**src/design/hsv2rgb_pkg.sv**
```systemverilog
`default_nettype none

package hsv2rgb_pkg;

  // hue geometry
  localparam int unsigned HueSector = 60;
  localparam int unsigned HueFull   = 360;
  localparam int unsigned FullScale = 255;

  // denominator of the secondary channel level
  localparam int unsigned DenSecond = FullScale * HueSector;

  // reciprocal multipliers, each followed by one correction step
  localparam int unsigned RecipZero   = 257;
  localparam int unsigned ShiftZero   = 16;
  localparam int unsigned RecipSecond = 274;
  localparam int unsigned ShiftSecond = 22;

  // field widths
  localparam int unsigned HueW   = 9;
  localparam int unsigned LevelW = 8;
  localparam int unsigned SecW   = 3;
  localparam int unsigned DistW  = 6;
  localparam int unsigned SdW    = 14;
  localparam int unsigned NzW    = 16;
  localparam int unsigned NxW    = 22;

  // stream widths
  localparam int unsigned InDataW  = 32;
  localparam int unsigned OutDataW = 48;

  // hue sextants
  localparam logic [SecW-1:0] SecRedYellow   = 3'd0;
  localparam logic [SecW-1:0] SecYellowGreen = 3'd1;
  localparam logic [SecW-1:0] SecGreenCyan   = 3'd2;
  localparam logic [SecW-1:0] SecCyanBlue    = 3'd3;
  localparam logic [SecW-1:0] SecBlueMagenta = 3'd4;
  localparam logic [SecW-1:0] SecMagentaRed  = 3'd5;

  // channel selectors
  localparam logic [1:0] ChanRed   = 2'd0;
  localparam logic [1:0] ChanGreen = 2'd1;
  localparam logic [1:0] ChanBlue  = 2'd2;

  // what a channel carries within a sextant
  typedef enum logic [1:0] {
    KIND_CHROMA,
    KIND_SECOND,
    KIND_ZERO
  } kind_e;

  function automatic kind_e kind_of(logic [SecW-1:0] sector, logic [1:0] chan);
    kind_e k;
    k = KIND_ZERO;
    case (sector)
      SecRedYellow: begin
        k = (chan == ChanRed) ? KIND_CHROMA : (chan == ChanGreen) ? KIND_SECOND : KIND_ZERO;
      end
      SecYellowGreen: begin
        k = (chan == ChanRed) ? KIND_SECOND : (chan == ChanGreen) ? KIND_CHROMA : KIND_ZERO;
      end
      SecGreenCyan: begin
        k = (chan == ChanRed) ? KIND_ZERO : (chan == ChanGreen) ? KIND_CHROMA : KIND_SECOND;
      end
      SecCyanBlue: begin
        k = (chan == ChanRed) ? KIND_ZERO : (chan == ChanGreen) ? KIND_SECOND : KIND_CHROMA;
      end
      SecBlueMagenta: begin
        k = (chan == ChanRed) ? KIND_SECOND : (chan == ChanGreen) ? KIND_ZERO : KIND_CHROMA;
      end
      default: begin
        k = (chan == ChanRed) ? KIND_CHROMA : (chan == ChanGreen) ? KIND_ZERO : KIND_SECOND;
      end
    endcase
    return k;
  endfunction

endpackage

`default_nettype wire

```
**src/design/hsv_to_rgb_converter_core.sv**
```systemverilog
// hsv to rgb converter core
//
// one hsv color in on the slave stream, one rgb result out on the master stream
//   s_axis_tdata : hue in degrees [8:0], saturation [16:9], brightness [24:17]
//   m_axis_tdata : red [7:0], green [15:8], blue [23:16], packed rgb word [47:24]
// a hue of 360..511 is wrapped by 360 before use
//
// seven register stages: hue wrap, sextant search, two multiply stages, two
// reciprocal-correction stages (one per divisor) and the output register
// a color passes these stage registers in order before its result shows valid
// throughput is one color per cycle while m_axis_tready stays high; every stage holds one item
//
// each stage has its own valid bit and advances when it is empty or the next
// stage advances, so bubbles close up; when the receiver stalls the pipe fills
// and s_axis_tready drops once every stage is full, nothing is dropped
// reset clears all valid bits; the pipe is ready in the first cycle after it
`default_nettype none

module hsv_to_rgb_converter_core
  import hsv2rgb_pkg::*;
(
  input  wire logic                clk_i,
  input  wire logic                rst_ni,
  input  wire logic                s_axis_tvalid,
  output logic                     s_axis_tready,
  // hue_degrees [8:0], saturation [16:9], brightness [24:17], zero fill [31:25]
  input  wire logic [InDataW-1:0]  s_axis_tdata,
  output logic                     m_axis_tvalid,
  input  wire logic                m_axis_tready,
  // red_level [7:0], green_level [15:8], blue_level [23:16], packed_color [47:24]
  output logic [OutDataW-1:0]      m_axis_tdata
);

  localparam int unsigned NumStages = 7;
  localparam int unsigned PzW = NzW + 9;
  localparam int unsigned PxW = 30;

  logic [NumStages-1:0] vld_q, vld_d, en;

  // input fields
  logic [HueW-1:0]   in_hue;
  logic [LevelW-1:0] in_sat, in_val;
  assign in_hue = s_axis_tdata[HueW-1:0];
  assign in_sat = s_axis_tdata[HueW +: LevelW];
  assign in_val = s_axis_tdata[HueW+LevelW +: LevelW];

  // stage enables, from the output back to the input
  always_comb begin
    en[NumStages-1] = !vld_q[NumStages-1] || m_axis_tready;
    for (int k = NumStages - 2; k >= 0; k--) begin
      en[k] = !vld_q[k] || en[k+1];
    end
  end

  assign s_axis_tready = en[0];

  // valid bits travel with the data
  always_comb begin
    vld_d[0] = en[0] ? s_axis_tvalid : vld_q[0];
    for (int k = 1; k < NumStages; k++) begin
      vld_d[k] = en[k] ? vld_q[k-1] : vld_q[k];
    end
  end

  always_ff @(posedge clk_i or negedge rst_ni) begin
    if (!rst_ni) begin
      vld_q <= '0;
    end else begin
      vld_q <= vld_d;
    end
  end

  // stage 1: wrap hue into 0..359
  logic [HueW-1:0]   s1_hue_d, s1_hue_q;
  logic [LevelW-1:0] s1_sat_q, s1_val_q;
  assign s1_hue_d = (in_hue >= HueW'(HueFull)) ? (in_hue - HueW'(HueFull)) : in_hue;

  // stage 2: sextant and distance from the sextant pair center
  logic [SecW-1:0]   s2_sec_d, s2_sec_q;
  logic [HueW-1:0]   s2_base;
  logic [6:0]        s2_frac;
  logic [DistW-1:0]  s2_dist_d, s2_dist_q;
  logic [LevelW-1:0] s2_sat_q, s2_val_q;

  always_comb begin
    if (s1_hue_q < HueW'(HueSector))          s2_sec_d = SecRedYellow;
    else if (s1_hue_q < HueW'(2 * HueSector)) s2_sec_d = SecYellowGreen;
    else if (s1_hue_q < HueW'(3 * HueSector)) s2_sec_d = SecGreenCyan;
    else if (s1_hue_q < HueW'(4 * HueSector)) s2_sec_d = SecCyanBlue;
    else if (s1_hue_q < HueW'(5 * HueSector)) s2_sec_d = SecBlueMagenta;
    else                                      s2_sec_d = SecMagentaRed;

    if (s1_hue_q < HueW'(2 * HueSector))      s2_base = '0;
    else if (s1_hue_q < HueW'(4 * HueSector)) s2_base = HueW'(2 * HueSector);
    else                                      s2_base = HueW'(4 * HueSector);

    s2_frac = 7'(s1_hue_q - s2_base);
    s2_dist_d = (s2_frac >= 7'(HueSector)) ? DistW'(s2_frac - 7'(HueSector))
                                           : DistW'(7'(HueSector) - s2_frac);
  end

  // stage 3: saturation times distance, zero-channel numerator
  logic [SdW-1:0]    s3_sd_d, s3_sd_q;
  logic [NzW-1:0]    s3_nz_d, s3_nz_q;
  logic [SecW-1:0]   s3_sec_q;
  logic [LevelW-1:0] s3_val_q;
  assign s3_sd_d = SdW'(s2_sat_q) * SdW'(s2_dist_q);
  assign s3_nz_d = NzW'(s2_val_q) * NzW'(LevelW'(FullScale) - s2_sat_q);

  // stage 4: secondary numerator, zero-channel quotient estimate
  logic [NxW-1:0]    s4_nx_d, s4_nx_q;
  logic [PzW-1:0]    s4_pz;
  logic [LevelW-1:0] s4_qz_d, s4_qz_q;
  logic [NzW-1:0]    s4_nz_q;
  logic [SecW-1:0]   s4_sec_q;
  logic [LevelW-1:0] s4_val_q;
  assign s4_nx_d = NxW'(s3_val_q) * NxW'(SdW'(DenSecond) - s3_sd_q);
  assign s4_pz   = PzW'(s3_nz_q) * PzW'(RecipZero);
  assign s4_qz_d = s4_pz[ShiftZero +: LevelW];

  // stage 5: secondary quotient estimate, zero-channel correction
  logic [PxW-1:0]    s5_px;
  logic [LevelW-1:0] s5_qx_d, s5_qx_q;
  logic [NzW-1:0]    s5_rz;
  logic [LevelW-1:0] s5_qz_d, s5_qz_q;
  logic [NxW-1:0]    s5_nx_q;
  logic [SecW-1:0]   s5_sec_q;
  logic [LevelW-1:0] s5_val_q;
  assign s5_px   = PxW'(s4_nx_q) * PxW'(RecipSecond);
  assign s5_qx_d = s5_px[ShiftSecond +: LevelW];
  assign s5_rz   = s4_nz_q - NzW'(NzW'(s4_qz_q) * NzW'(FullScale));
  assign s5_qz_d = (s5_rz >= NzW'(FullScale)) ? (s4_qz_q + 1'b1) : s4_qz_q;

  // stage 6: secondary correction
  logic [NxW-1:0]    s6_rx;
  logic [LevelW-1:0] s6_qx_d, s6_qx_q;
  logic [LevelW-1:0] s6_qz_q;
  logic [SecW-1:0]   s6_sec_q;
  logic [LevelW-1:0] s6_val_q;
  assign s6_rx   = s5_nx_q - NxW'(NxW'(s5_qx_q) * NxW'(DenSecond));
  assign s6_qx_d = (s6_rx >= NxW'(DenSecond)) ? (s5_qx_q + 1'b1) : s5_qx_q;

  // stage 7: route levels to channels by sextant
  logic [LevelW-1:0] s7_lvl_d [3];
  logic [LevelW-1:0] s7_lvl_q [3];

  always_comb begin
    for (int c = 0; c < 3; c++) begin
      case (kind_of(s6_sec_q, 2'(c)))
        KIND_CHROMA: s7_lvl_d[c] = s6_val_q;
        KIND_SECOND: s7_lvl_d[c] = s6_qx_q;
        default:     s7_lvl_d[c] = s6_qz_q;
      endcase
    end
  end

  // payload registers, moved on each stage enable
  always_ff @(posedge clk_i) begin
    if (en[0]) begin
      s1_hue_q <= s1_hue_d;
      s1_sat_q <= in_sat;
      s1_val_q <= in_val;
    end
    if (en[1]) begin
      s2_sec_q  <= s2_sec_d;
      s2_dist_q <= s2_dist_d;
      s2_sat_q  <= s1_sat_q;
      s2_val_q  <= s1_val_q;
    end
    if (en[2]) begin
      s3_sd_q  <= s3_sd_d;
      s3_nz_q  <= s3_nz_d;
      s3_sec_q <= s2_sec_q;
      s3_val_q <= s2_val_q;
    end
    if (en[3]) begin
      s4_nx_q  <= s4_nx_d;
      s4_qz_q  <= s4_qz_d;
      s4_nz_q  <= s3_nz_q;
      s4_sec_q <= s3_sec_q;
      s4_val_q <= s3_val_q;
    end
    if (en[4]) begin
      s5_qx_q  <= s5_qx_d;
      s5_qz_q  <= s5_qz_d;
      s5_nx_q  <= s4_nx_q;
      s5_sec_q <= s4_sec_q;
      s5_val_q <= s4_val_q;
    end
    if (en[5]) begin
      s6_qx_q  <= s6_qx_d;
      s6_qz_q  <= s5_qz_q;
      s6_sec_q <= s5_sec_q;
      s6_val_q <= s5_val_q;
    end
    if (en[6]) begin
      s7_lvl_q <= s7_lvl_d;
    end
  end

  // output stream
  assign m_axis_tvalid = vld_q[NumStages-1];
  assign m_axis_tdata  = {s7_lvl_q[ChanRed], s7_lvl_q[ChanGreen], s7_lvl_q[ChanBlue],
                          s7_lvl_q[ChanBlue], s7_lvl_q[ChanGreen], s7_lvl_q[ChanRed]};

  // an input transfer always lands in the first stage
  assert property (@(posedge clk_i) disable iff (!rst_ni)
    s_axis_tvalid && s_axis_tready |=> vld_q[0])
    else $error("input transfer did not enter the pipeline");

  // an empty output register means the whole pipe can advance
  assert property (@(posedge clk_i) disable iff (!rst_ni)
    !vld_q[NumStages-1] |-> s_axis_tready)
    else $error("input stalled while the output register is empty");

  // corrected quotients are ordered: zero level <= secondary level <= brightness
  assert property (@(posedge clk_i) disable iff (!rst_ni)
    vld_q[5] |-> (s6_qz_q <= s6_qx_q) && (s6_qx_q <= s6_val_q))
    else $error("channel level quotients out of order");

endmodule

`default_nettype wire
```
**config.mk**
```make
export PLATFORM = sky130hd
export DESIGN_NAME = hsv_to_rgb_converter_core
export DESIGN_NICKNAME = d
export VERILOG_FILES = /design/src/design/hsv2rgb_pkg.sv /design/src/design/hsv_to_rgb_converter_core.sv
export SDC_FILE = /design/constraint.sdc
export NUM_CORES = 1
export LEC_CHECK = 0
export BUFFER_PORTS_ARGS = -buffer_cell sky130_fd_sc_hd__buf_2
export CAP_MARGIN = 20
export CORE_MARGIN = 1.5
export CORE_UTILIZATION = 47
export DETAILED_ROUTE_END_ITERATION = 10
export PLACE_DENSITY = 0.72
export SYNTH_ARGS = -nofsm -noshare
export SYNTH_HDL_FRONTEND = slang
export SYNTH_SLANG_ARGS = --single-unit
```
**constraint.sdc**
```tcl
create_clock -name clk_i -period 6.8 [get_ports clk_i]
set_clock_uncertainty 0.2 [all_clocks]
set_input_delay 0.34 -clock clk_i [delete_from_list [all_inputs] [get_ports clk_i]]
set_output_delay 0.34 -clock clk_i [all_outputs]
set_load 0.02 [all_outputs]
```
Yosys cells after proc, flatten, opt, wreduce, memory -nomap -nowiden
Cells that the tools add are included.
{"block": "word_totals", "ff_bits": 255, "elab_cells": 112}
{"block": "classes", "addsub": 10, "n_mul": 7, "magnitude_cmp": 9, "eq_ne": 7, "muxes": 16, "reduce_logical": 26}
{"operator": "$pmux 8 s2", "count": 3}
{"operator": "$mul 22x8->29 const B", "count": 1}
{"operator": "$mul 16x9->24 const B", "count": 1}
{"operator": "$ge 22x14->1 const B", "count": 1}
{"operator": "$mul 9x15->22", "count": 1}
{"operator": "$sub 22x22->22", "count": 1}
{"operator": "$mul 8x12->20 const B", "count": 1}
{"operator": "$lt 9x8->1 const B", "count": 2}
{"operator": "$add 8x1->8 const B", "count": 2}
{"operator": "$ge 16x8->1 const B", "count": 1}
{"operator": "$mul 8x8->16 const B", "count": 1}
{"operator": "$mul 9x9->16", "count": 1}
{"operator": "$mux 8", "count": 2}
{"operator": "$sub 16x16->16", "count": 1}
{"operator": "$sub 14x14->15 const A", "count": 1}
{"operator": "$mul 8x6->14", "count": 1}
{"operator": "$reduce_or 2->1", "count": 7}
{"operator": "$pmux 2 s2", "count": 3}
{"operator": "$ge 9x9->1 const B", "count": 1}
{"operator": "$lt 9x6->1 const B", "count": 1}
{"operator": "$lt 9x7->1 const B", "count": 1}
{"operator": "$lt 9x9->1 const B", "count": 1}
{"operator": "$mux 9", "count": 1}
{"operator": "$sub 8x8->9 const A", "count": 1}
{"operator": "19 further kinds", "count": 38}

Depth between registers and ports, before layout
Gate-level depths: netlist (run 1).
{"block": "depth", "word_depth": 8, "depth_mapped": 27, "ltp_nobuf": 27}

Worst setup path after synthesis (run 1)
Ideal clock, no wire load.
{"block": "synth_path", "path_kind": "reg2reg", "start": "register s5_qx_q[5]", "end": "register s6_qx_q[5], data pin", "setup_ns": 0.269, "arrival_time_ns": 6.083, "required_time_ns": 6.331, "path_slack_ns": 0.249, "path_stages_with_launch": 23, "n_path_buf": 0, "path_cell_list": "edfxtp_1 > fa_1 > inv_1 > fa_1 > inv_1 > fa_1 > fa_1 > ha_1 > o21ai_0 > a21boi_0 > o21ai_0 > a21oi_1 > o21ai_0 > nor2b_1 > xor2_1 > ha_1 > a2111oi_0 > o21ai_1 > a41oi_1 > xnor3_1 > nor4_4 > nor2_1 > xor2_1"}
{"block": "synth_between", "elab_chain_len": 4}
{"item": "start: declaration", "line": "hsv_to_rgb_converter_core.sv:123", "source": "logic [LevelW-1:0] s5_qx_d, s5_qx_q;"}
{"item": "start signal: assignment", "line": "hsv_to_rgb_converter_core.sv:184", "source": "s5_qx_q <= s5_qx_d;"}
{"item": "$mul 8x12->20", "line": "hsv_to_rgb_converter_core.sv:140", "source": "assign s6_rx = s5_nx_q - NxW'(NxW'(s5_qx_q) * NxW'(DenSecond));"}
{"item": "$sub 22x22->22", "line": "hsv_to_rgb_converter_core.sv:140"}
{"item": "$ge 22x14->1", "line": "hsv_to_rgb_converter_core.sv:141", "source": "assign s6_qx_d = (s6_rx >= NxW'(DenSecond)) ? (s5_qx_q + 1'b1) : s5_qx_q;"}
{"item": "$mux 8 *", "line": "hsv_to_rgb_converter_core.sv:141"}
{"item": "via s6_qx_d[5]", "line": "hsv_to_rgb_converter_core.sv:136", "source": "logic [LevelW-1:0] s6_qx_d, s6_qx_q;"}
{"item": "end signal: assignment", "line": "hsv_to_rgb_converter_core.sv:191", "source": "s6_qx_q <= s6_qx_d;"}
{"item": "end: declaration", "line": "hsv_to_rgb_converter_core.sv:136"}
Mark *: on every way through the listed nets, which the timed path passes. The rest lies on a longest branch.
A chain may end at the register's enable or synchronous reset.

Worst setup path after layout (run 1)
{"block": "layout_path", "start": "register s5_qx_q[3]", "end": "register s6_qx_q[6], data pin"}
The elaborated chain is that of the path after synthesis.

==> results of run 1 <==
-- logic make-up after synthesis --
family                   count (synthesis)  synth area share [%]
XOR/XNOR                               115                  4.27
AND/OR/NAND/NOR                        525                  11.3
buffers and inverters                  497                  8.18
flip-flops                             253                  31.6
AO/OA/AOI/OAI                          303                  7.97
multiplexers                            12                 0.507
adder cells (fa/ha/maj)                548                  36.1
-- routing by layer --
| metal | global-route usage (%) | vias up | share of wire [%] |
|---|---|---|---|
| li1 | - | 7640 | - |
| met1 | 21.7 | 7727 | 44 |
| met2 | 31.8 | 298 | 50 |
| met3 | 1.65 | 68 | 3.1 |
| met4 | 4.47 | 0 | 2.4 |
| met5 | 0 | - | 0 |
-- timing repair --
action	in CTS	in global routing
gates resized for setup	0	9
buffers inserted	1	3
endpoints found under the setup margin	3	8
hold endpoints to repair	33	0
hold buffers	28	0
pin swaps	1	1
-- worst reg2reg max path, stage by stage (launching register included) --
cell and delay (ns):
edfxtp_1 0.45, buf_4 0.18, ha_4 0.22, ha_1 0.28, inv_1 0.05, fa_1 0.57, fa_1 0.48, fa_1 0.49
nor2b_1 0.15, o21ai_1 0.09, a21oi_1 0.19, o21ai_1 0.09, a21boi_0 0.18, o21ai_1 0.10, a21oi_1 0.19, o21ai_1 0.09
nor2b_1 0.14, xor2_1 0.15, ha_1 0.20, a2111oi_1 0.35, o21ai_1 0.19, a41oi_2 0.21, xnor3_1 0.28, nor4_4 0.30
buf_6 0.18, nor3_1 0.08, xnor2_1 0.14
-- cells in the final DEF (no fill, tap or decap), types with 5 or more instances in the layout --
cell type and n:
a211oi_1 7, edfxtp_1 246, nand3_1 24, buf_2 78
a21boi_0 7, nand2b_1 55, a211o_1 5, and2_1 77
a21o_1 19, nor2b_1 73, or2_2 8, nor3_1 28
o21ai_0 87, o21ai_1 6, inv_1 440, a21oi_1 79
a22o_1 7, fa_1 238, ha_1 309, clkbuf_1 5
a31oi_1 12, mux2i_1 11, dfrtp_1 7, and3_1 11
xor2_1 32, o21a_1 18, o22ai_1 12, nand2_1 127
nor2_1 88, buf_4 27, a221o_1 6, dlygate4sd3_1 28
xnor2_1 82, clkbuf_16 29, nand4_1 9, or3_1 9
-- registers in the layout, summed over array words and instances, names as in the netlist, 9 cells and up --
signal / flops
s3_sd_q: 14
s3_nz_q: 16
s4_nx_q: 22
s1_hue_q: 9
s5_nx_q: 20
m_axis_tdata: 24
s4_nz_q: 16
-- through the flow --
stage,utilization [%],cells,cell area [µm²],hold WS (ns)
floorplan,-,2253,23900,-0.156
global placement,49.9,2971,25000,-0.0216
detailed placement,49.9,2971,25000,-0.0190
CTS,52.3,3052,26300,0.00490
global route,52.4,3055,26300,0.0360
finish,52.4,3055,26300,0.0285
-- path summary, 6_finish.rpt --
path,from,to,slack (ns)
min reg2reg,s5_val_q[0]$_DFFE_PP_,s6_val_q[0]$_DFFE_PP_,0.22
min in group asynchronous,rst_ni,vld_q[4]$_DFFE_PN0P_,0.54
max reg2reg,s5_qx_q[3]$_DFFE_PP_,s6_qx_q[6]$_DFFE_PP_,0.33
min,s_axis_tdata[3],s1_hue_q[3]$_DFFE_PP_,0.03
max,s5_qx_q[3]$_DFFE_PP_,s6_qx_q[6]$_DFFE_PP_,0.33
max in group asynchronous,rst_ni,vld_q[3]$_DFFE_PN0P_,5.60
-- synthesized netlist by cell type, types with 5 or more instances --
cell type and n:
or2_2 8, mux2i_1 11, inv_1 441, and2_1 77, a21oi_1 79, ha_1 310, a211o_1 5, nand4_1 9
or3_1 9, edfxtp_1 246, nor2_1 88, nand2_1 127, a221o_1 6, o21ai_0 91, xor2_1 32, dfrtp_1 7
a21o_1 19, buf_1 5, a21boi_0 7, o21a_1 18, nor3_1 28, fa_1 238, a31oi_1 12, buf_4 24
a2111oi_0 5, nor2b_1 73, nand3_1 25, a22o_1 7, o22ai_1 12, clkbuf_1 26, a211oi_1 7, and3_1 11
xnor2_1 82, nand2b_1 55
-- final cells by class --
type	instances	area share, %
multi-input cells	1503	54.9
flip-flops and latches	253	28.7
inverters	441	6.29
repair buffers	134	3.36
well taps	672	3.20
clock buffers	34	2.83
clock inverters	18	0.704
==> flow_metrics.tcl, run 1 <==
set metrics [dict create \
    num_vias 15733 \
    cp_num_cells 26 \
    syn_area_um2 23900 \
    synth_top_area_share_pct 30.9 \
    worst_setup_path_end_kind "flop" \
    clock-sinks 253 \
    clk_path_buf_depth 3 \
    crit_type "flop to flop" \
    cts_root_buffer "clkbuf_16" \
    ys_ff_latch 253 \
    synth_edf_count 246 \
    relSlewSlack_pct 30.8 \
    die_area_um2 52300 \
    synth_fp_nets 2837 \
    grt_pass1_vias 16322 \
    critPathMaxStageDelay_ns 0.57 \
    cp_max_fo 10 \
    fin_nets 2945 \
    h-tree-depth 1 \
    finalCritPeriodShare_pct 95.2 \
    fin_tns_setup_ns 0 \
    synth-async-reset-ratio_pct 2.77 \
    grt-ovfl-total 0 \
    setup_slack_ns 0.325 \
    first_pass_iters 5 \
    ys_seq_area_share_pct 31.6 \
    drv_slew 0 \
    drv_cap 0 \
    status "complete, no violations" \
    hold_violations 0 \
    fmax_mhz 154 \
    synth_cell_types 62 \
    synth_area_leaders "edfxtp_1, fa_1, ha_1" \
    avgSynthCellArea_um2 10.6 \
    pre_cts_ws_ns -0.0176 \
    place_hpwl_um 35700 \
    path_buf_inv 3 \
    drtAntennaViolNets 0 \
    period_needed_ns 6.47 \
    viasPerCell 5.15 \
    cts_buffers 28 \
    cts_tree "done" \
    cp.required_ns 6.89 \
    multi_input_comb_area_um2 14400 \
    rows 82 \
    drive_above_1_share_pct 7.34 \
    worstSetupStartpointType "flop" \
    rsz0062_at_grt "no" \
    core-area_um2 50200 \
    initial_utilization_pct 47.7 \
    clk_pin_slew_ns 0.06 \
    drt_iter0_markers 836 \
    drc 0 \
    grt_pass1_wl_um 75700 \
    grt_max_degree 58 \
    worst_pin_slew_ns 1.03 \
    ys_warn_count 0 \
    r2r_cells 26 \
    fill_cells 4258 \
    holdPathStages 3 \
    gp_congestion 0.872 \
    diodes 0 \
    area_growth_pct 9.97 \
    grt.total_usage_pct 17.3 \
    synthesis.instances 2253 \
    crit_slowest_cell "fa_1" \
    wl_per_cell_um 14.5 \
    arrival_ns 6.56 \
    final-setup-viol-count 0 \
    die_w_um 229 \
    io_pins 86 \
    yosys.area.top_type "edfxtp_1" \
    wl_um 44300 \
    ys.flop_type "edfxtp_1" \
    antenna_found_initial 0 \
    min_path_type "input port to flop" \
    portBuffers 78 \
    die_y_um 229 \
    path_delay_family "adder cells" \
    clk-insertion-delay-late_ns 0.55 \
    cp_common_cell "o21ai_1" \
    seq_area_um2 7560 \
]
Power of run 1 is not shown: default switching activity piles up to over one toggle a cycle in this logic, so the estimate is an artifact.
==> run 2: changes to the inputs <==
--- a/config.mk
+++ b/config.mk
@@ -7,10 +7,12 @@
 export LEC_CHECK = 0
 export BUFFER_PORTS_ARGS = -buffer_cell sky130_fd_sc_hd__buf_2
 export CAP_MARGIN = 20
+export CORE_ASPECT_RATIO = 1.75
 export CORE_MARGIN = 1.5
-export CORE_UTILIZATION = 47
+export CORE_UTILIZATION = 25
 export DETAILED_ROUTE_END_ITERATION = 10
-export PLACE_DENSITY = 0.72
+export GPL_ROUTABILITY_DRIVEN = 0
+export PLACE_DENSITY = 0.46
 export SYNTH_ARGS = -nofsm -noshare
 export SYNTH_HDL_FRONTEND = slang
 export SYNTH_SLANG_ARGS = --single-unit
==> run 2 against run 1 <==
Compared with the run above:
- register-to-register slack hardly changed
- core utilization is 24 points lower
- sequential share of layout area is 0.86 points lower
- critical path type unchanged
- highest routed layer unchanged
==> flow_metrics.tcl, run 2 (synthesis gave the netlist of run 1 again) <==
set metrics [dict create \
    portBuffers 78 \
    cts_root_buffer "clkbuf_16" \
    fmax_mhz 155 \
    num_vias 15640 \
    path_buf_inv 3 \
    drt_iter0_markers 505 \
    finalCritPeriodShare_pct 95.0 \
    area_growth_pct 13.4 \
    clk_path_buf_depth 3 \
    cts_tree "done" \
    period_needed_ns 6.46 \
    hold_violations 0 \
    core-area_um2 95200 \
    drv_cap 0 \
    io_pins 86 \
    path_delay_family "adder cells" \
    status "complete, no violations" \
    antenna_found_initial 0 \
    first_pass_iters 5 \
    fill_cells 9754 \
    clock-sinks 253 \
    die_w_um 237 \
    wl_per_cell_um 13.7 \
    post_cts_buffers 0 \
    holdPathStages 3 \
    arrival_ns 6.59 \
    grt-ovfl-total 0 \
    grt_pass1_wl_um 83000 \
    critPathMaxStageDelay_ns 0.91 \
    drtAntennaViolNets 0 \
    rows 150 \
    worst_setup_path_end_kind "flop" \
    worst_pin_slew_ns 1.15 \
    grt_pass1_vias 17066 \
    grt_max_degree 57 \
    final_cell_mix "inv_1, ha_1, edfxtp_1, fa_1, nand2_1" \
    fin_tns_setup_ns 0 \
    path_cells "ha_1 > ha_1 > inv_1 > fa_1 > fa_1 > fa_1 > ha_1 > a2111o_1 > o221ai_1 > a21oi_1 > xnor2_1 > a2111oi_0 > buf_4 > a2111o_1 > nor4_4 > buf_12 > nor3_1 > xnor2_1" \
    viasPerCell 4.32 \
    stdcell_count 3619 \
    wl_um 49700 \
    worstSetupStartpointType "flop" \
    clk_pin_slew_ns 0.06 \
    initial_utilization_pct 25.1 \
    final_common_cell "inv_1" \
    drive_above_1_share_pct 7.95 \
    min_path_type "input port to flop" \
    crit_type "flop to flop" \
    cp_num_cells 18 \
    place_hpwl_um 41800 \
    fin_nets 2965 \
    grt.total_usage_pct 10.4 \
    final-setup-viol-count 0 \
    clk-insertion-delay-late_ns 0.58 \
    drv_slew 0 \
    cts_buffers 27 \
    rsz0062_at_grt "no" \
    die_y_um 412 \
    h-tree-depth 1 \
    die_area_um2 97600 \
    r2r_cells 18 \
    drc 0 \
    relSlewSlack_pct 23.2 \
    dp_cells 3538 \
    cp.required_ns 6.93 \
    crit_slowest_cell "a2111oi_0" \
    largest_reg_flops 24 \
    cp_max_fo 10 \
]
-- run 2: path summary, 6_finish.rpt --
kind,startpoint,to,slack [ns]
worst min register to register,s1_sat_q[1]$_DFFE_PP_,s2_sat_q[1]$_DFFE_PP_,0.22
worst max register to register,s5_qx_q[2]$_DFFE_PP_,s6_qx_q[6]$_DFFE_PP_,0.34
max in group asynchronous,rst_ni,vld_q[2]$_DFFE_PN0P_,5.44
worst max-delay path,s5_qx_q[2]$_DFFE_PP_,s6_qx_q[6]$_DFFE_PP_,0.34
worst min-delay path,m_axis_tready,vld_q[6]$_DFFE_PN0P_,0.06
min in group asynchronous,rst_ni,vld_q[5]$_DFFE_PN0P_,0.63
-- run 2: final cells by class --
cell class	instances	area [µm²]	area share [%]
clock buffer	38	767	2.83
sequential	253	7560	27.9
tap	1216	1520	5.61
multi-input combinational	1503	14400	53.2
inverter	441	1660	6.10
antenna	1	2.50	0.00923
clock inverter	12	113	0.415
timing repair buffer	155	1080	3.97
-- run 2: metal layers --
layer / vias up / global-route usage [%] / routed length [µm]
met4: 0 / 3.66 / 1470
li1: 7666 / - / -
met5: - / 0 / 0
met1: 7663 / 10.1 / 18300
met3: 72 / 0.863 / 1200
met2: 239 / 22.1 / 28700
-- run 2: worst register-to-register path, cell delays in order, from the launching register on --
cell and delay (ns):
edfxtp_1 0.45, ha_1 0.36, ha_1 0.29, inv_1 0.05
fa_1 0.56, fa_1 0.48, fa_1 0.51, ha_1 0.34
a2111o_1 0.44, o221ai_1 0.38, a21oi_1 0.14, xnor2_1 0.15
a2111oi_0 0.91, buf_4 0.24, a2111o_1 0.16, nor4_4 0.07
buf_12 0.15, nor3_1 0.25, xnor2_1 0.09
-- run 2: what timing repair did --
action	in CTS	in global routing
gates resized for setup	3	4
cloned	0	0
pin swaps	1	2
setup endpoints to repair	8	8
hold buffers	30	0
endpoints found under the hold margin	33	0
-- run 2: through the flow --
stage	setup slack (ns)	utilization (%)	hold WS, ns	instance area [µm²]
floorplan	0.249	-	-0.156	23900
global placement	-0.162	27.2	0.0204	25900
detailed placement	-0.211	27.2	0.0207	25900
CTS	0.0904	28.5	0.0126	27100
global route	0.0338	28.5	0.0383	27100
finish	0.340	28.5	0.0562	27100
Power of run 2 is left out for the same reason.
